<file path="config.mk">
export PLATFORM = sky130hd
export DESIGN_NAME = modbus_rtu_read_holding_master_flat
export DESIGN_NICKNAME = d
export VERILOG_FILES = /design/src/hw/rtl/mrh_pkg.sv /design/src/hw/rtl/mrh_if.sv /design/src/hw/rtl/mrh_ram.sv /design/src/hw/rtl/mrh_frame.sv /design/src/hw/rtl/modbus_rtu_read_holding_master.sv /design/src/flat_wrapper.sv
export SDC_FILE = /design/constraint.sdc
export NUM_CORES = 1
export LEC_CHECK = 0
export BUFFER_PORTS_ARGS = -buffer_cell sky130_fd_sc_hd__buf_2
export CELL_PAD_IN_SITES_DETAIL_PLACEMENT = 1
export CELL_PAD_IN_SITES_GLOBAL_PLACEMENT = 1
export CORE_UTILIZATION = 50
export CTS_CLUSTER_SIZE = 25
export DETAILED_ROUTE_END_ITERATION = 10
export PLACE_DENSITY = 0.88
export SLEW_MARGIN = 20
export SYNTH_ARGS = -nofsm -noshare
export SYNTH_HDL_FRONTEND = slang
export SYNTH_SLANG_ARGS = --single-unit
</file>
<file path="constraint.sdc">
create_clock -name clock -period 8.5 [get_ports clock]
set_input_delay 0.425 -clock clock [delete_from_list [all_inputs] [get_ports clock]]
set_output_delay 0.425 -clock clock [all_outputs]
set_load 0.01 [all_outputs]
</file>
<file path="src/hw/rtl/mrh_pkg.sv">
// mrh_pkg: types, codes, constants and the crc-16 step shared by the
// modbus read-holding master; no dependencies
`timescale 1ns / 1ps

package mrh_pkg;

   localparam int MAX_FRAME_BYTES_DEF = 256;
   localparam int MAX_REGS_DEF        = 16;
   localparam int COUNT_LIMIT         = 16;
   localparam int MIN_FRAME           = 5;
   localparam logic [7:0]  FUNC_READ  = 8'h03;
   localparam logic [15:0] CRC_INIT   = 16'hFFFF;
   localparam logic [15:0] CRC_POLY   = 16'hA001;

   localparam int CSR_IDX_W  = 2;
   localparam int CSR_DATA_W = 16;
   localparam logic [CSR_IDX_W-1:0] CSR_SLAVE_ADDRESS  = 2'd0;
   localparam logic [CSR_IDX_W-1:0] CSR_FIRST_REGISTER = 2'd1;
   localparam logic [CSR_IDX_W-1:0] CSR_REGISTER_COUNT = 2'd2;

   typedef enum logic [1:0] {
      OP_START   = 2'd0,
      OP_BYTE    = 2'd1,
      OP_GAP     = 2'd2,
      OP_TIMEOUT = 2'd3
   } op_type;

   typedef enum logic [1:0] {
      KIND_TX     = 2'd0,
      KIND_REG    = 2'd1,
      KIND_STATUS = 2'd2
   } kind_type;

   typedef enum logic [2:0] {
      ST_OK        = 3'd0,
      ST_BAD_COUNT = 3'd1,
      ST_TIMEOUT   = 3'd2,
      ST_SHORT     = 3'd3,
      ST_ADDR_FUNC = 3'd4,
      ST_LENGTH    = 3'd5,
      ST_CRC       = 3'd6
   } status_type;

   // sequencer strobes into the frame receiver
   typedef struct packed {
      logic start;
      logic rx_en;
      logic close;
   } frame_ctl_type;

   // frame receiver state as seen by the sequencer
   typedef struct packed {
      logic       awaiting;
      logic       pos_zero;
      logic       overflow;
      status_type verdict;
   } frame_stat_type;

   function automatic logic [15:0] crc_feed(input logic [15:0] crc, input logic [7:0] b);
      logic [15:0] c;
      c = crc ^ {8'h00, b};
      for (int k = 0; k < 8; k++) begin
         if (c[0]) begin
            c = (c >> 1) ^ CRC_POLY;
         end else begin
            c = c >> 1;
         end
      end
      return c;
   endfunction

   function automatic logic count_ok(input logic [4:0] rc, input int max_regs);
      return (rc != 5'd0) && (32'(rc) <= 32'(COUNT_LIMIT)) && (32'(rc) <= 32'(max_regs));
   endfunction

endpackage

</file>
<file path="src/hw/rtl/mrh_if.sv">
// mrh_if: valid/ready channel interfaces for request and response words
// depends on nothing
`timescale 1ns / 1ps

interface mrh_req_if;
   logic       valid;
   logic       ready;
   logic [1:0] op;
   logic [7:0] rx_byte;
   modport source(output valid, output op, output rx_byte, input ready);
   modport sink(input valid, input op, input rx_byte, output ready);
endinterface

interface mrh_rsp_if;
   logic        valid;
   logic        ready;
   logic [1:0]  kind;
   logic [15:0] data;
   logic [3:0]  reg_index;
   logic [2:0]  status;
   logic        last;
   logic [31:0] tx_total;
   logic [31:0] rx_total;
   logic [31:0] err_total;
   modport source(output valid, output kind, output data, output reg_index, output status,
                  output last, output tx_total, output rx_total, output err_total,
                  input ready);
   modport sink(input valid, input kind, input data, input reg_index, input status,
                input last, input tx_total, input rx_total, input err_total,
                output ready);
endinterface

</file>
<file path="src/hw/rtl/mrh_ram.sv">
// mrh_ram: generic single-write, single-read ram with registered read
// depends on nothing
`timescale 1ns / 1ps

module mrh_ram #(
   parameter int WIDTH = 16,
   parameter int DEPTH = 16,
   localparam int AW   = (DEPTH > 1) ? $clog2(DEPTH) : 1
) (
   input  logic             clock,
   input  logic             wr_en,
   input  logic [AW-1:0]    wr_addr,
   input  logic [WIDTH-1:0] wr_data,
   input  logic [AW-1:0]    rd_addr,
   output logic [WIDTH-1:0] rd_data
);

   logic [WIDTH-1:0] mem_ff [DEPTH];
   logic [WIDTH-1:0] rd_data_ff;

   always_ff @(posedge clock) begin
      if (wr_en) begin
         mem_ff[wr_addr] <= wr_data;
      end
      rd_data_ff <= mem_ff[rd_addr];
   end

   assign rd_data = rd_data_ff;

endmodule

</file>
<file path="src/hw/rtl/mrh_frame.sv">
// mrh_frame: reply frame receiver - byte position, running crc, header capture,
// register word writes and the end-of-frame verdict; depends on mrh_pkg
`timescale 1ns / 1ps

module mrh_frame #(
   parameter int MAX_FRAME_BYTES = mrh_pkg::MAX_FRAME_BYTES_DEF,
   parameter int MAX_REGS        = mrh_pkg::MAX_REGS_DEF,
   localparam int STORE_DEPTH    = (MAX_REGS < 16) ? MAX_REGS : 16,
   localparam int AW             = (STORE_DEPTH > 1) ? $clog2(STORE_DEPTH) : 1
) (
   input  logic                     clock,
   input  logic                     reset,
   input  mrh_pkg::frame_ctl_type   ctl,
   input  logic [7:0]               rx_byte,
   input  logic [7:0]               slave_address,
   input  logic [4:0]               register_count,
   output mrh_pkg::frame_stat_type  stat,
   output logic                     wr_en,
   output logic [AW-1:0]            wr_addr,
   output logic [15:0]              wr_data
);
   import mrh_pkg::*;

   localparam int PW = $clog2(MAX_FRAME_BYTES + 1);

   logic          awaiting_ff, awaiting_in;
   logic [PW-1:0] pos_ff, pos_in;
   logic [15:0]   crc_ff, crc_in;
   logic [7:0]    hdr_addr_ff, hdr_addr_in;
   logic [7:0]    hdr_func_ff, hdr_func_in;
   logic [7:0]    hdr_count_ff, hdr_count_in;
   logic [15:0]   crc_end_ff, crc_end_in;
   logic [15:0]   crc_rx_ff, crc_rx_in;
   logic [7:0]    hi_ff, hi_in;
   logic [PW-1:0] off;
   logic          overflow;
   status_type    verdict;

   assign overflow = 32'(pos_ff) >= 32'(MAX_FRAME_BYTES);
   assign off      = pos_ff - PW'(3);

   always_comb begin
      awaiting_in  = awaiting_ff;
      pos_in       = pos_ff;
      crc_in       = crc_ff;
      hdr_addr_in  = hdr_addr_ff;
      hdr_func_in  = hdr_func_ff;
      hdr_count_in = hdr_count_ff;
      crc_end_in   = crc_end_ff;
      crc_rx_in    = crc_rx_ff;
      hi_in        = hi_ff;
      wr_en        = 1'b0;
      wr_addr      = AW'(off >> 1);
      wr_data      = {hi_ff, rx_byte};

      if (ctl.start) begin
         awaiting_in = 1'b1;
         pos_in      = '0;
         crc_in      = CRC_INIT;
      end else if (ctl.close) begin
         awaiting_in = 1'b0;
         pos_in      = '0;
      end else if (ctl.rx_en && !overflow) begin
         if (pos_ff == PW'(0)) begin
            hdr_addr_in = rx_byte;
         end else if (pos_ff == PW'(1)) begin
            hdr_func_in = rx_byte;
         end else if (pos_ff == PW'(2)) begin
            hdr_count_in = rx_byte;
         end else if (16'(off) < 16'(hdr_count_ff)) begin
            // high byte waits, the whole word goes in with the low byte
            if (!off[0]) begin
               hi_in = rx_byte;
            end else if (16'(off >> 1) < 16'(STORE_DEPTH)) begin
               wr_en = 1'b1;
            end
         end else if (16'(off) == 16'(hdr_count_ff)) begin
            crc_end_in = crc_ff;
            crc_rx_in  = {8'h00, rx_byte};
         end else if (16'(off) == 16'(hdr_count_ff) + 16'd1) begin
            crc_rx_in = {rx_byte, crc_rx_ff[7:0]};
         end
         crc_in = crc_feed(crc_ff, rx_byte);
         pos_in = pos_ff + PW'(1);
      end
   end

   always_ff @(posedge clock) begin
      if (reset) begin
         awaiting_ff  <= 1'b0;
         pos_ff       <= '0;
         crc_ff       <= CRC_INIT;
         hdr_addr_ff  <= '0;
         hdr_func_ff  <= '0;
         hdr_count_ff <= '0;
         crc_end_ff   <= '0;
         crc_rx_ff    <= '0;
      end else begin
         awaiting_ff  <= awaiting_in;
         pos_ff       <= pos_in;
         crc_ff       <= crc_in;
         hdr_addr_ff  <= hdr_addr_in;
         hdr_func_ff  <= hdr_func_in;
         hdr_count_ff <= hdr_count_in;
         crc_end_ff   <= crc_end_in;
         crc_rx_ff    <= crc_rx_in;
      end
      hi_ff <= hi_in;
   end

   // end-of-frame checks in priority order
   always_comb begin
      if (32'(pos_ff) < 32'(MIN_FRAME)) begin
         verdict = ST_SHORT;
      end else if (hdr_addr_ff != slave_address || hdr_func_ff != FUNC_READ) begin
         verdict = ST_ADDR_FUNC;
      end else if (!count_ok(register_count, MAX_REGS)) begin
         verdict = ST_BAD_COUNT;
      end else if (hdr_count_ff != {2'b00, register_count, 1'b0} ||
                   16'(pos_ff) < 16'(hdr_count_ff) + 16'd5) begin
         verdict = ST_LENGTH;
      end else if (crc_end_ff != crc_rx_ff) begin
         verdict = ST_CRC;
      end else begin
         verdict = ST_OK;
      end
   end

   assign stat.verdict  = verdict;
   assign stat.awaiting = awaiting_ff;
   assign stat.pos_zero = (pos_ff == '0);
   assign stat.overflow = overflow;

endmodule

</file>
<file path="src/hw/rtl/modbus_rtu_read_holding_master.sv">
// modbus_rtu_read_holding_master: top level - command sequencer, request
// builder, counters and response register; depends on mrh_pkg, mrh_if,
// mrh_frame and mrh_ram
`timescale 1ns / 1ps

// Modbus RTU master for read holding registers (function 0x03).
// req_ch carries one command word per handshake: start, received byte,
// inter-frame gap or response timeout. rsp_ch carries result words: the
// eight request bytes, the register values of a good reply, or one status.
// Every result word carries the three running counters after its command.
// csr_we/csr_index/csr_wdata write slave_address, first_register and
// register_count; write them only while the block is idle.
// Received bytes are taken in the idle state and yield no result word. A
// start sends the request bytes, the request crc being built a byte a cycle
// as the bytes leave while the receiver takes them. A good reply is read back
// from the register ram a word at a time (read address, then registered read
// data); an error ends in a single status word.
// A stalled receiver holds the response register and the sequencer with it;
// a command that yields no result is still taken while a word waits.
// Reset is synchronous and active high: idle, counters zero, not waiting for a
// reply. The register ram is not cleared; a good reply rewrites every word
// that it reports.

module modbus_rtu_read_holding_master #(
   parameter int MAX_FRAME_BYTES = mrh_pkg::MAX_FRAME_BYTES_DEF,
   parameter int MAX_REGS        = mrh_pkg::MAX_REGS_DEF
) (
   input  logic                            clock,
   input  logic                            reset,
   mrh_req_if.sink                         req_ch,
   mrh_rsp_if.source                       rsp_ch,
   input  logic                            csr_we,
   input  logic [mrh_pkg::CSR_IDX_W-1:0]   csr_index,
   input  logic [mrh_pkg::CSR_DATA_W-1:0]  csr_wdata
);
   import mrh_pkg::*;

   localparam int STORE_DEPTH = (MAX_REGS < 16) ? MAX_REGS : 16;
   localparam int AW          = (STORE_DEPTH > 1) ? $clog2(STORE_DEPTH) : 1;

   typedef enum logic [4:0] {
      S_IDLE    = 5'b00001,
      S_TX      = 5'b00010,
      S_STAT    = 5'b00100,
      S_RD_ADDR = 5'b01000,
      S_RD_DATA = 5'b10000
   } state_type;

   // configuration registers
   logic [7:0]  slave_address_ff;
   logic [15:0] first_register_ff;
   logic [4:0]  register_count_ff;

   always_ff @(posedge clock) begin
      if (reset) begin
         slave_address_ff  <= 8'd1;
         first_register_ff <= 16'd0;
         register_count_ff <= 5'd1;
      end else if (csr_we) begin
         unique case (csr_index)
            CSR_SLAVE_ADDRESS:  slave_address_ff  <= csr_wdata[7:0];
            CSR_FIRST_REGISTER: first_register_ff <= csr_wdata[15:0];
            CSR_REGISTER_COUNT: register_count_ff <= csr_wdata[4:0];
            default: ;
         endcase
      end
   end

   // sequencer and counters
   state_type   state_ff, state_in;
   logic [2:0]  tx_cnt_ff, tx_cnt_in;
   logic [15:0] tx_crc_ff, tx_crc_in;
   logic [3:0]  rd_idx_ff, rd_idx_in;
   status_type  stat_code_ff, stat_code_in;
   logic [31:0] sent_ff, sent_in;
   logic [31:0] good_ff, good_in;
   logic [31:0] err_ff, err_in;

   // response register
   logic        rsp_valid_ff, rsp_valid_in;
   kind_type    rsp_kind_ff, rsp_kind_in;
   logic [15:0] rsp_data_ff, rsp_data_in;
   logic [3:0]  rsp_index_ff, rsp_index_in;
   status_type  rsp_status_ff, rsp_status_in;
   logic        rsp_last_ff, rsp_last_in;
   logic [31:0] rsp_tx_ff, rsp_rx_ff, rsp_err_ff;
   logic        rsp_load;

   frame_ctl_type  fctl;
   frame_stat_type fstat;
   logic           ram_we;
   logic [AW-1:0]  ram_waddr;
   logic [15:0]    ram_wdata;
   logic [15:0]    ram_rdata;

   logic       accept;
   op_type     op;
   logic       load_ok;
   logic [7:0] tx_byte;

   assign req_ch.ready = (state_ff == S_IDLE);
   assign accept       = req_ch.valid && req_ch.ready;
   assign op           = op_type'(req_ch.op);
   assign load_ok      = !rsp_valid_ff || rsp_ch.ready;

   // request byte under the transmit pointer
   always_comb begin
      case (tx_cnt_ff)
         3'd0:    tx_byte = slave_address_ff;
         3'd1:    tx_byte = FUNC_READ;
         3'd2:    tx_byte = first_register_ff[15:8];
         3'd3:    tx_byte = first_register_ff[7:0];
         3'd4:    tx_byte = 8'h00;
         3'd5:    tx_byte = {3'b000, register_count_ff};
         3'd6:    tx_byte = tx_crc_ff[7:0];
         default: tx_byte = tx_crc_ff[15:8];
      endcase
   end

   always_comb begin
      state_in      = state_ff;
      tx_cnt_in     = tx_cnt_ff;
      tx_crc_in     = tx_crc_ff;
      rd_idx_in     = rd_idx_ff;
      stat_code_in  = stat_code_ff;
      sent_in       = sent_ff;
      good_in       = good_ff;
      err_in        = err_ff;
      fctl          = '0;
      rsp_load      = 1'b0;
      rsp_kind_in   = KIND_STATUS;
      rsp_data_in   = 16'h0000;
      rsp_index_in  = 4'd0;
      rsp_status_in = ST_OK;
      rsp_last_in   = 1'b0;

      unique case (state_ff)
         S_IDLE: begin
            if (accept) begin
               unique case (op)
                  OP_START: begin
                     if (count_ok(register_count_ff, MAX_REGS)) begin
                        fctl.start = 1'b1;
                        sent_in    = sent_ff + 32'd1;
                        tx_cnt_in  = 3'd0;
                        tx_crc_in  = CRC_INIT;
                        state_in   = S_TX;
                     end else begin
                        // rejected request leaves the pending transaction alone
                        stat_code_in = ST_BAD_COUNT;
                        state_in     = S_STAT;
                     end
                  end
                  OP_BYTE: begin
                     if (fstat.awaiting) begin
                        if (fstat.overflow) begin
                           err_in = err_ff + 32'd1;
                        end else begin
                           fctl.rx_en = 1'b1;
                        end
                     end
                  end
                  OP_GAP: begin
                     if (fstat.awaiting && !fstat.pos_zero) begin
                        fctl.close = 1'b1;
                        if (fstat.verdict == ST_OK) begin
                           good_in   = good_ff + 32'd1;
                           rd_idx_in = 4'd0;
                           state_in  = S_RD_ADDR;
                        end else begin
                           err_in       = err_ff + 32'd1;
                           stat_code_in = fstat.verdict;
                           state_in     = S_STAT;
                        end
                     end
                  end
                  OP_TIMEOUT: begin
                     if (fstat.awaiting) begin
                        fctl.close   = 1'b1;
                        err_in       = err_ff + 32'd1;
                        stat_code_in = ST_TIMEOUT;
                        state_in     = S_STAT;
                     end
                  end
                  default: ;
               endcase
            end
         end
         S_TX: begin
            if (load_ok) begin
               rsp_load    = 1'b1;
               rsp_kind_in = KIND_TX;
               rsp_data_in = {8'h00, tx_byte};
               rsp_last_in = (tx_cnt_ff == 3'd7);
               // crc runs over the six header bytes as they leave
               if (tx_cnt_ff < 3'd6) begin
                  tx_crc_in = crc_feed(tx_crc_ff, tx_byte);
               end
               tx_cnt_in = tx_cnt_ff + 3'd1;
               if (tx_cnt_ff == 3'd7) begin
                  state_in = S_IDLE;
               end
            end
         end
         S_STAT: begin
            if (load_ok) begin
               rsp_load      = 1'b1;
               rsp_kind_in   = KIND_STATUS;
               rsp_status_in = stat_code_ff;
               rsp_last_in   = 1'b1;
               state_in      = S_IDLE;
            end
         end
         S_RD_ADDR: begin
            // ram address is rd_idx; data is valid in the cycle after, in S_RD_DATA
            state_in = S_RD_DATA;
         end
         S_RD_DATA: begin
            if (load_ok) begin
               rsp_load     = 1'b1;
               rsp_kind_in  = KIND_REG;
               rsp_data_in  = ram_rdata;
               rsp_index_in = rd_idx_ff;
               rsp_last_in  = ({1'b0, rd_idx_ff} + 5'd1 == register_count_ff);
               if (rsp_last_in) begin
                  state_in = S_IDLE;
               end else begin
                  rd_idx_in = rd_idx_ff + 4'd1;
                  state_in  = S_RD_ADDR;
               end
            end
         end
         default: state_in = S_IDLE;
      endcase
   end

   assign rsp_valid_in = rsp_load || (rsp_valid_ff && !rsp_ch.ready);

   always_ff @(posedge clock) begin
      if (reset) begin
         state_ff     <= S_IDLE;
         sent_ff      <= '0;
         good_ff      <= '0;
         err_ff       <= '0;
         rsp_valid_ff <= 1'b0;
      end else begin
         state_ff     <= state_in;
         sent_ff      <= sent_in;
         good_ff      <= good_in;
         err_ff       <= err_in;
         rsp_valid_ff <= rsp_valid_in;
      end
      tx_cnt_ff    <= tx_cnt_in;
      tx_crc_ff    <= tx_crc_in;
      rd_idx_ff    <= rd_idx_in;
      stat_code_ff <= stat_code_in;
      if (rsp_load) begin
         rsp_kind_ff   <= rsp_kind_in;
         rsp_data_ff   <= rsp_data_in;
         rsp_index_ff  <= rsp_index_in;
         rsp_status_ff <= rsp_status_in;
         rsp_last_ff   <= rsp_last_in;
         rsp_tx_ff     <= sent_ff;
         rsp_rx_ff     <= good_ff;
         rsp_err_ff    <= err_ff;
      end
   end

   assign rsp_ch.valid     = rsp_valid_ff;
   assign rsp_ch.kind      = rsp_kind_ff;
   assign rsp_ch.data      = rsp_data_ff;
   assign rsp_ch.reg_index = rsp_index_ff;
   assign rsp_ch.status    = rsp_status_ff;
   assign rsp_ch.last      = rsp_last_ff;
   assign rsp_ch.tx_total  = rsp_tx_ff;
   assign rsp_ch.rx_total  = rsp_rx_ff;
   assign rsp_ch.err_total = rsp_err_ff;

   // reply frame receiver
   mrh_frame #(
      .MAX_FRAME_BYTES (MAX_FRAME_BYTES),
      .MAX_REGS        (MAX_REGS)
   ) u_frame (
      .clock          (clock),
      .reset          (reset),
      .ctl            (fctl),
      .rx_byte        (req_ch.rx_byte),
      .slave_address  (slave_address_ff),
      .register_count (register_count_ff),
      .stat           (fstat),
      .wr_en          (ram_we),
      .wr_addr        (ram_waddr),
      .wr_data        (ram_wdata)
   );

   // register word store
   mrh_ram #(
      .WIDTH (16),
      .DEPTH (STORE_DEPTH)
   ) u_regs (
      .clock   (clock),
      .wr_en   (ram_we),
      .wr_addr (ram_waddr),
      .wr_data (ram_wdata),
      .rd_addr (rd_idx_ff[AW-1:0]),
      .rd_data (ram_rdata)
   );

endmodule

</file>
<file path="src/flat_wrapper.sv">
// flat-port wrapper written by rule: the top's interface ports become plain ports
module modbus_rtu_read_holding_master_flat import mrh_pkg::*;
#(
   parameter int MAX_FRAME_BYTES = mrh_pkg::MAX_FRAME_BYTES_DEF,
   parameter int MAX_REGS        = mrh_pkg::MAX_REGS_DEF
)
  (clock, reset, csr_we, csr_index, csr_wdata, req_ch_valid, req_ch_op, req_ch_rx_byte, req_ch_ready, rsp_ch_valid, rsp_ch_kind, rsp_ch_data, rsp_ch_reg_index, rsp_ch_status, rsp_ch_last, rsp_ch_tx_total, rsp_ch_rx_total, rsp_ch_err_total, rsp_ch_ready);
  mrh_req_if req_ch_i ();
  mrh_rsp_if rsp_ch_i ();
  input  logic clock;
  input  logic reset;
  input  logic csr_we;
  input  logic [mrh_pkg::CSR_IDX_W-1:0] csr_index;
  input  logic [mrh_pkg::CSR_DATA_W-1:0] csr_wdata;
  input wire logic [$bits(req_ch_i.valid)-1:0] req_ch_valid;
  input wire logic [$bits(req_ch_i.op)-1:0] req_ch_op;
  input wire logic [$bits(req_ch_i.rx_byte)-1:0] req_ch_rx_byte;
  output wire logic [$bits(req_ch_i.ready)-1:0] req_ch_ready;
  output wire logic [$bits(rsp_ch_i.valid)-1:0] rsp_ch_valid;
  output wire logic [$bits(rsp_ch_i.kind)-1:0] rsp_ch_kind;
  output wire logic [$bits(rsp_ch_i.data)-1:0] rsp_ch_data;
  output wire logic [$bits(rsp_ch_i.reg_index)-1:0] rsp_ch_reg_index;
  output wire logic [$bits(rsp_ch_i.status)-1:0] rsp_ch_status;
  output wire logic [$bits(rsp_ch_i.last)-1:0] rsp_ch_last;
  output wire logic [$bits(rsp_ch_i.tx_total)-1:0] rsp_ch_tx_total;
  output wire logic [$bits(rsp_ch_i.rx_total)-1:0] rsp_ch_rx_total;
  output wire logic [$bits(rsp_ch_i.err_total)-1:0] rsp_ch_err_total;
  input wire logic [$bits(rsp_ch_i.ready)-1:0] rsp_ch_ready;
  assign req_ch_i.valid = req_ch_valid;
  assign req_ch_i.op = req_ch_op;
  assign req_ch_i.rx_byte = req_ch_rx_byte;
  assign req_ch_ready = req_ch_i.ready;
  assign rsp_ch_valid = rsp_ch_i.valid;
  assign rsp_ch_kind = rsp_ch_i.kind;
  assign rsp_ch_data = rsp_ch_i.data;
  assign rsp_ch_reg_index = rsp_ch_i.reg_index;
  assign rsp_ch_status = rsp_ch_i.status;
  assign rsp_ch_last = rsp_ch_i.last;
  assign rsp_ch_tx_total = rsp_ch_i.tx_total;
  assign rsp_ch_rx_total = rsp_ch_i.rx_total;
  assign rsp_ch_err_total = rsp_ch_i.err_total;
  assign rsp_ch_i.ready = rsp_ch_ready;
  modbus_rtu_read_holding_master #(.MAX_FRAME_BYTES(MAX_FRAME_BYTES), .MAX_REGS(MAX_REGS)) u_core (.clock(clock), .reset(reset), .req_ch(req_ch_i), .rsp_ch(rsp_ch_i), .csr_we(csr_we), .csr_index(csr_index), .csr_wdata(csr_wdata));
endmodule
</file>
==> results.cfg, run 1 <==
[outcome]
status = completed

[clocking]
cts_tree = done
root_buffer = clkbuf_16
clk_pin_slew_ns = 0.07
clock_latency_ns = 0.63
cts.sinks = 641
cts.repair.resized = 0
cts_max_level = 3
clk_path_buf_depth = 3
post_cts_buffers = 0
numCtsBuffers = 66
hold_buffers = 0

[logic_synthesis]
synth_edf_count = 412
synth-seq-area-share = 0.646
yosysWarnings = 0
syn-num-nets = 2019
syn-cell-area_um2 = 26200
synth-main-ff-cell = edfxtp_1
synth_cell_types = 82
avgSynthCellArea_um2 = 13.4
netlist_instances = 1954
async_flop_share = 0
synth_seq_cells = 641

[place]
hpwl_mm = 46.0
io_buffers = 156
dp_cells = 2725
preCtsSetupSlack_ns = 3.88
place.gp.congestion = 0.867
dpl_cell_area_um2 = 27700

[power_and_ir_drop]
p_per_area_nw_per_um2 = 225
p_total_mw = 6.72
leakagePower_nw = 10.6
irDropWorstVdd_mv = 0.153

[floorplan]
die_h_um = 231
die-area_um2 = 53400
fp-row-count = 83
io_pins = 157
die_x_um = 231
core_region_area_um2 = 51600
start_util = 0.509

[sta]
worst_slack_ns = 3.25
final.min_clock_period_ns = 5.25
fmax_mhz = 190
slew_headroom = 0.203
drv_slew = 0
finalCritPeriodShare = 0.618
setup_viol = 0
hold_viol = 0
setup-tns-final_ns = 0
tightest_slew_ns = 1.19
rsz0062_at_grt = false
skew_ns = 0.0447
fin_hold_ws_ns = 0.0483

[cells_and_area]
syn_to_final_growth_pct = 13.8
final_common_cell = edfxtp_1
drive_above_1_share = 0.184
fill_cells = 5017
stdcell_count = 2846
finalInstanceArea_um2 = 29900
final_nets = 2180
layout_common_cells = edfxtp_1, dfxtp_1, nor2_1
final_core_util = 0.578

[hold_path]
hold_class = input pin to flop

[detailed_routing]
vias_per_cell = 6.27
wirelength_mm = 80.4
vias = 17800
wl_per_cell_um = 28.2
met2_length_mm = 41.0
ant_nets = 0
drc = 0
drt-pass1-iter-count = 6
drt_iter0_drc = 2032
top_layer = met4
wl_met1_mm = 30.3
wl_met3_mm = 5.55

[critical_path]
critical_path_required_ns = 8.77
arrival_ns = 5.52
path_class = flop to flop
endpoint_kind = flop
startpoint_type = flop
crit_fanout = 12

[flow_run]
cap_violations = 0

[global_routing]
grt_pass1_wl_mm = 119
grt_start_max_net_pins = 114
antenna_found_initial = 2
grt_usage = 0.299
overflow = 0
grt_pass1_vias = 18800
==> area by class of cell <==
type / count / area (um2) / area share
inverters: 32 / 120 / 0.00402
clock inverters: 26 / 244 / 0.00817
multi-input cells: 1195 / 8820 / 0.296
repair buffers: 179 / 967 / 0.0324
clock buffers: 90 / 1890 / 0.0632
diodes: 3 / 7.51 / 0.000251
well taps: 680 / 851 / 0.0285
flip-flops and latches: 641 / 17000 / 0.568
==> Yosys cell counts (6+ instances only) <==
| master | n | area (um2) |
|---|---|---|
| a21oi_1 | 70 | 350 |
| a22oi_1 | 14 | 105 |
| and2_1 | 21 | 131 |
| and3_1 | 18 | 113 |
| buf_1 | 9 | 33.8 |
| buf_2 | 11 | 55.1 |
| buf_6 | 8 | 90.1 |
| clkbuf_1 | 56 | 210 |
| dfxtp_1 | 229 | 4580 |
| edfxtp_1 | 412 | 12400 |
| ha_1 | 32 | 400 |
| inv_1 | 32 | 120 |
| mux2i_1 | 47 | 470 |
| mux4_2 | 80 | 1800 |
| nand2_1 | 190 | 713 |
| nand2b_1 | 12 | 75.1 |
| nand3_1 | 61 | 305 |
| nand4_1 | 29 | 181 |
| nor2_1 | 200 | 751 |
| nor2b_1 | 12 | 75.1 |
| nor3_1 | 21 | 105 |
| nor4_1 | 21 | 131 |
| o211ai_1 | 16 | 120 |
| o21a_1 | 8 | 60.1 |
| o21ai_0 | 44 | 220 |
| or2_2 | 6 | 37.5 |
| or3_1 | 28 | 175 |
| xnor2_1 | 82 | 718 |
| xor2_1 | 91 | 797 |
==> critical path, stage by stage (launching register included) <==
cell       delay, ns
dfxtp_1         0.50
ha_1            0.39
o21ai_0         0.17
xnor2_1         0.18
ha_1            0.32
o21a_1          0.13
o21ai_0         0.08
a2111oi_1       0.76
o2111ai_1       0.78
nor2_1          0.95
nand3_1         0.22
a21oi_1         0.43
==> kinds of logic (layout without fill, tap and decap cells) <==
logic type	after synthesis	count (layout)	share of synthesized area
flip-flops	641	641	0.646
adder cells (fa/ha/maj)	32	32	0.0153
AND/OR/NAND/NOR	655	655	0.121
AO/OA/AOI/OAI	201	201	0.0490
buffers and inverters	118	327	0.0200
multiplexers	131	131	0.0883
other	0	3	0
XOR/XNOR	176	176	0.0601
==> power by group <==
| group | total, mW | switching (mW) | internal (mW) | leakage [nW] |
|---|---|---|---|---|
| clock network | 2.94 | 1.26 | 1.68 | 1.05 |
| logic | 0.423 | 0.257 | 0.166 | 3.80 |
| registers | 3.36 | 0.0304 | 3.33 | 5.75 |
==> per-layer routing <==
metal / vias up / track usage
li1: 7480 / -
met1: 9136 / 0.362
met2: 991 / 0.522
met3: 242 / 0.0480
met4: 0 / 0.137
met5: - / 0
==> worst paths after layout <==
check	from	end	slack [ns]	depth (start not counted)
max	u_core.u_frame.hdr_count_ff[1]	u_core.rd_idx_ff[0]	3.25	11
min	csr_wdata[12]	u_core.first_register_ff[12]	0.05	3
max reg2reg	u_core.u_frame.hdr_count_ff[1]	u_core.rd_idx_ff[0]	3.25	11
min reg2reg	u_core.u_frame.hdr_func_ff[0]	u_core.u_frame.hdr_func_ff[0]	0.46	2
==> flip-flops by register name, summed over array words and instances, names as in the netlist, 9 cells and up <==
| signal | flops |
|---|---|
| u_core.u_regs.mem_ff | 256 |
| u_core.err_ff | 32 |
| u_core.good_ff | 32 |
| u_core.rsp_ch.err_total | 32 |
| u_core.rsp_ch.rx_total | 32 |
| u_core.rsp_ch.tx_total | 32 |
| u_core.sent_ff | 32 |
| u_core.first_register_ff | 16 |
| u_core.rsp_ch.data | 16 |
| u_core.tx_crc_ff | 16 |
| u_core.u_frame.crc_end_ff | 16 |
| u_core.u_frame.crc_ff | 16 |
| u_core.u_frame.crc_rx_ff | 16 |
| u_core.u_regs.rd_data | 16 |
| u_core.u_frame.pos_ff | 9 |
(Power assumes the default switching activity.)
==> run 2, diff against run 1 <==
- ABC_AREA: default -> 1
- CORE_UTILIZATION: 50 -> 48
- PLACE_DENSITY: 0.88 -> 0.89
- clock period: 8.5 -> 5.4 ns (I/O delays scaled with it)
==> run 2 against run 1 <==
The run now ends with DRC left. Via count increased by 30%. Clock power increased by 68%. Flip-flop and latch count unchanged. Count of clock-buffer cells in the layout decreased by 2. Sequential share of layout area decreased by 4.0 points. Hold slack got worse by 0.022 ns. Clock skew decreased by 0.0013 ns. Register-to-register slack got worse by 1.9 ns. Non-clock buffer count increased by 30. Design area increased by 7.5%. Critical path type unchanged.
==> results.cfg, run 2 <==
[sta]
fin_hold_ws_ns = 0.0262
drv_slew = 0
tightest_slew_ns = 0.984
setup_viol = 0
finalCritPeriodShare = 0.759
fmax_mhz = 244
slew_headroom = 0.342
rsz0062_at_grt = false
final.min_clock_period_ns = 4.10
skew_ns = 0.0434
hold_viol = 0
setup-tns-final_ns = 0

[clocking]
cts.repair.resized = 0
cts.sinks = 641
cts_tree = done
numCtsBuffers = 70
root_buffer = clkbuf_16
clk_path_buf_depth = 3
clock_latency_ns = 0.63
clk_pin_slew_ns = 0.06
cts_max_level = 3
hold_buffers = 16
post_cts_buffers = 0

[floorplan]
die_h_um = 243
die_x_um = 243
io_pins = 157
fp-row-count = 88
die-area_um2 = 59200
core_region_area_um2 = 57600
start_util = 0.486

[cells_and_area]
stdcell_count = 3966
layout_common_cells = nand2_1, edfxtp_1, nor2_1
final_nets = 3209
syn_to_final_growth_pct = 14.7
multi_input_area_um2 = 9580
seq_area_um2 = 17000
fill_cells = 6473
drive_above_1_share = 0.103
final_common_cell = nand2_1
final_core_util = 0.557
largest_reg_flops = 256
finalInstanceArea_um2 = 32100
regMostFlops = u_core.u_regs.mem_ff

[critical_path]
startpoint_type = flop
crit_fanout = 12
path_class = flop to flop
arrival_ns = 4.58
critical_path_required_ns = 5.88
endpoint_kind = flop

[detailed_routing]
wl_per_cell_um = 22.7
drt-pass1-iter-count = 8
vias = 23200
vias_per_cell = 5.86
ant_nets = 0
drt_iter0_drc = 1974
drc = 1
wirelength_mm = 90.1

[logic_synthesis]
synth-seq-area-share = 0.606
syn-cell-area_um2 = 28000
synth_top_cell_by_area = edfxtp_1
synth_cell_types = 46
synth_edf_count = 412
synth-main-ff-cell = edfxtp_1
avgSynthCellArea_um2 = 9.43
synthTopCellsByCount = nand2_1, edfxtp_1, nor2_1
synth_seq_cells = 641
netlist_instances = 2968
yosysWarnings = 0
synth_top_area_share = 0.442
synth_most_common_cell = nand2_1
async_flop_share = 0
ys_top_cells_by_area = edfxtp_1, dfxtp_1, nand2_1, nor2_1, o21ai_0
syn-num-nets = 3033

[power_and_ir_drop]
p_per_area_nw_per_um2 = 332
irDropWorstVdd_mv = 0.265
leakagePower_nw = 11.8

[global_routing]
overflow = 0
grt_usage = 0.302
use_met3 = 0.0516
grt_start_max_net_pins = 77
grt_pass1_vias = 24800
antenna_found_initial = 3
use_met2 = 0.541
grt_pass1_wl_mm = 139
grt.busiest_layer = met2
use_met1 = 0.354

[outcome]
violations = DRC
status = finished, violations left

[place]
place.gp.congestion = 0.909
dp_cells = 3821
dpl_cell_area_um2 = 29600
hpwl_mm = 58.1
io_buffers = 156

[flow_run]
cap_violations = 0

[hold_path]
hold_class = input pin to flop
## run 2: kinds of logic (layout without fill, tap and decap cells)
| logic type | count (synthesis) | after routing | synth area share |
|---|---|---|---|
| simple gates | 1292 | 1292 | 0.191 |
| flops | 641 | 641 | 0.606 |
| compound gates | 537 | 537 | 0.108 |
| buf+inv | 376 | 608 | 0.0520 |
| xor+xnor | 90 | 90 | 0.0282 |
| fa+ha+maj | 32 | 32 | 0.0143 |
| other cells | 0 | 1 | 0 |
## run 2: layout make-up
type,instances,area share
repair buffers,209,0.0380
inverters,271,0.0317
multi-input cells,1951,0.298
well taps,765,0.0298
clock buffers,88,0.0589
flip-flops and latches,641,0.528
clock inverters,40,0.0146
diodes,1,0.0000780
## run 2: per-layer routing
metal  routed length [um]  vias up
met2                46500     1002
met5                   13        -
met1                34700    11500
met4                 3220        2
li1                     -    10500
met3                 5770      249
## run 2: path summary, 6_finish.rpt
kind	start	to	slack, ns	cells past startpoint
min reg2reg	u_core.u_frame.hdr_func_ff[7]	u_core.u_frame.hdr_func_ff[7]	0.46	2
max	u_core.u_frame.hdr_count_ff[0]	u_core.err_ff[11]	1.30	20
min	csr_wdata[1]	u_core.first_register_ff[1]	0.03	3
max reg2reg	u_core.u_frame.hdr_count_ff[0]	u_core.err_ff[11]	1.30	20
## run 2: report_power, final
group / total (mW) / switching, mW / internal [mW]
combinational: 0.439 / 0.320 / 0.118
sequential: 5.27 / 0.0340 / 5.24
clock: 4.94 / 2.05 / 2.89
## run 2: critical path, cell delays in order (launching register included)
cell and delay (ns):
dfxtp_1 0.48, ha_1 0.26, inv_1 0.05, nand2_1 0.09
inv_1 0.06, nor3_1 0.31, nand3_1 0.13, ha_1 0.32
a21o_1 0.18, nor2_1 0.10, nand3_1 0.11, nand2_1 0.08
inv_1 0.03, nand2_1 0.04, nand2_1 0.04, nand2_1 0.07
nand2_1 0.14, a21oi_1 0.82, nand3_1 0.28, o21ai_0 0.28
nor2_1 0.07
## run 2: stage by stage
stage / power, mW / setup WS, ns
after floorplan: 5.61 / 0.735
after global placement: 5.76 / 1.76
after detailed placement: 5.79 / 1.45
after CTS: 10.7 / 1.38
after global routing: 10.9 / 0.893
final: 10.7 / 1.30
==> run 3, diff against run 2 <==
- ABC_AREA: 1 -> 0
- CORE_UTILIZATION: 48 -> 46
- PLACE_DENSITY: 0.89 -> 0.85
- clock period: 5.4 -> 3.55 ns (I/O delays scaled with it)
==> run 3 against run 2 <==
The run ends with setup timing left. Die area decreased by 2.1%. Utilization down 0.33 points. Count of clock-buffer cells in the layout decreased by 2. Clock power rose by 51%. Cell count is 24% lower. Wire length fell by 8.7%. Setup slack got worse by 1.3 ns. Fmax rose by 15%. Sequential power up 52%. Sequential share of layout area is 1.5 points higher. Largest cell class unchanged.
==> results.cfg, run 3 (synthesis gave the netlist of run 1 again) <==
[sta]
finalCritPeriodShare = 1.01
fmax_mhz = 280
fin_hold_ws_ns = 0.0258
slew_headroom = 0.356
setup_viol = 16
skew_ns = 0.0415
final.min_clock_period_ns = 3.57
worst_slack_ns = -0.0202
rsz0062_at_grt = true
hold_viol = 0
tightest_slew_ns = 0.966
drv_slew = 0

[clocking]
cts_tree = done
root_buffer = clkbuf_16
cts.sinks = 641
numCtsBuffers = 67
clk_pin_slew_ns = 0.06
clk_path_buf_depth = 3
clock_latency_ns = 0.63
cts_max_level = 3

[power_and_ir_drop]
p_per_area_nw_per_um2 = 529
irDropWorstVdd_mv = 0.360
leakagePower_nw = 11.2

[detailed_routing]
drt-pass1-iter-count = 7
vias = 18200
wl_per_cell_um = 27.2
drc = 0
ant_nets = 0
vias_per_cell = 6.01
drt_iter0_drc = 1872
wirelength_mm = 82.3

[global_routing]
grt_pass1_wl_mm = 117
grt_pass1_vias = 19000
antenna_found_initial = 8
grt_usage = 0.269
overflow = 0
grt_start_max_net_pins = 79

[cells_and_area]
multi_input_area_um2 = 9030
largest_reg_flops = 256
layout_common_cells = edfxtp_1, dfxtp_1, nand2_1
final_nets = 2275
final_common_cell = edfxtp_1
stdcell_count = 3026
regMostFlops = u_core.u_regs.mem_ff
seq_area_um2 = 17000
drive_above_1_share = 0.230
fill_cells = 5604
syn_to_final_growth_pct = 19.0

[critical_path]
path_class = flop to flop
endpoint_kind = flop
startpoint_type = flop
arrival_ns = 3.90
crit_fanout = 5
r2r_slack_ns = -0.02
critical_path_required_ns = 3.88

[hold_path]
hold_class = input pin to flop

[floorplan]
die-area_um2 = 58000
start_util = 0.465
core_region_area_um2 = 56400
die_x_um = 241
fp-row-count = 87
die_h_um = 241
io_pins = 157

[place]
hpwl_mm = 48.0
dp_cells = 2868
place.gp.congestion = 0.892
io_buffers = 156

[flow_run]
cap_violations = 0

[outcome]
status = finished, violations left
violations = setup timing
## run 3: path summary, 6_finish.rpt
check                           start                          end  cells after the start
max          u_core.u_frame.pos_ff[0]  u_core.u_regs.mem_ff[13][0]                     12
min                      req_ch_op[0]       u_core.stat_code_ff[0]                      2
max reg2reg  u_core.u_frame.pos_ff[0]  u_core.u_regs.mem_ff[13][0]                     12
min reg2reg        u_core.good_ff[15]   u_core.rsp_ch.rx_total[15]                      0
## run 3: layout make-up
class	instances	share of cell area
Sequential cell	641	0.543
Clock inverter	37	0.0149
Clock buffer	86	0.0582
Inverter	32	0.00385
Multi-Input combinational cell	1195	0.289
Antenna cell	6	0.000481
Tap cell	756	0.0303
Timing Repair Buffer	273	0.0603
## run 3: critical path: stages (launching register included)
cell and delay (ns):
dfxtp_2 0.34, buf_4 0.15, a21oi_1 0.27, nor3b_1 0.31
xor2_1 0.44, ha_1 0.36, o21a_1 0.16, o21ba_2 0.26
nor4_4 0.28, buf_4 0.20, nand2_4 0.12, nor2_4 0.18
clkbuf_4 0.24
## run 3: per-layer routing
| layer | share of wire | track usage | vias up |
|---|---|---|---|
| li1 | - | - | 7693 |
| met1 | 0.37 | 0.319 | 9279 |
| met2 | 0.51 | 0.462 | 912 |
| met3 | 0.069 | 0.0535 | 287 |
| met4 | 0.052 | 0.144 | 2 |
| met5 | 0.00016 | 0 | - |
## run 3: report_power, final
group	switching [mW]	leakage [nW]	internal [mW]
Clock	3.12	1.12	4.33
Sequential	0.0575	5.76	7.97
Combinational	0.614	4.33	0.439
## run 3: through the flow
step | cell area (um2) | util | power (mW) | TNS, ns | worst slack, ns
3_5_place_dp | 28400 | 0.503 | 9.17 | -1.55 | -0.0579
2_1_floorplan | 26300 | - | 8.82 | -59.44 | -0.241
6_report | 31200 | 0.554 | 16.5 | -0.152 | -0.0202
5_1_grt | 31200 | 0.554 | 16.9 | -2.26 | -0.0721
3_3_place_gp | 28400 | 0.503 | 9.13 | 0 | 0.0884
4_1_cts | 31000 | 0.549 | 16.5 | 0 | 0.00822
## run 3: repair_timing
action / 4_1_cts / 5_1_grt
pin swaps: 1 / 7
hold buffers: 18 / 0
gates resized for setup: 34 / 52
gates cloned: 3 / 6
hold endpoints to repair: 68 / 0
buffers inserted: 0 / 2
endpoints found under the setup margin: 293 / 321
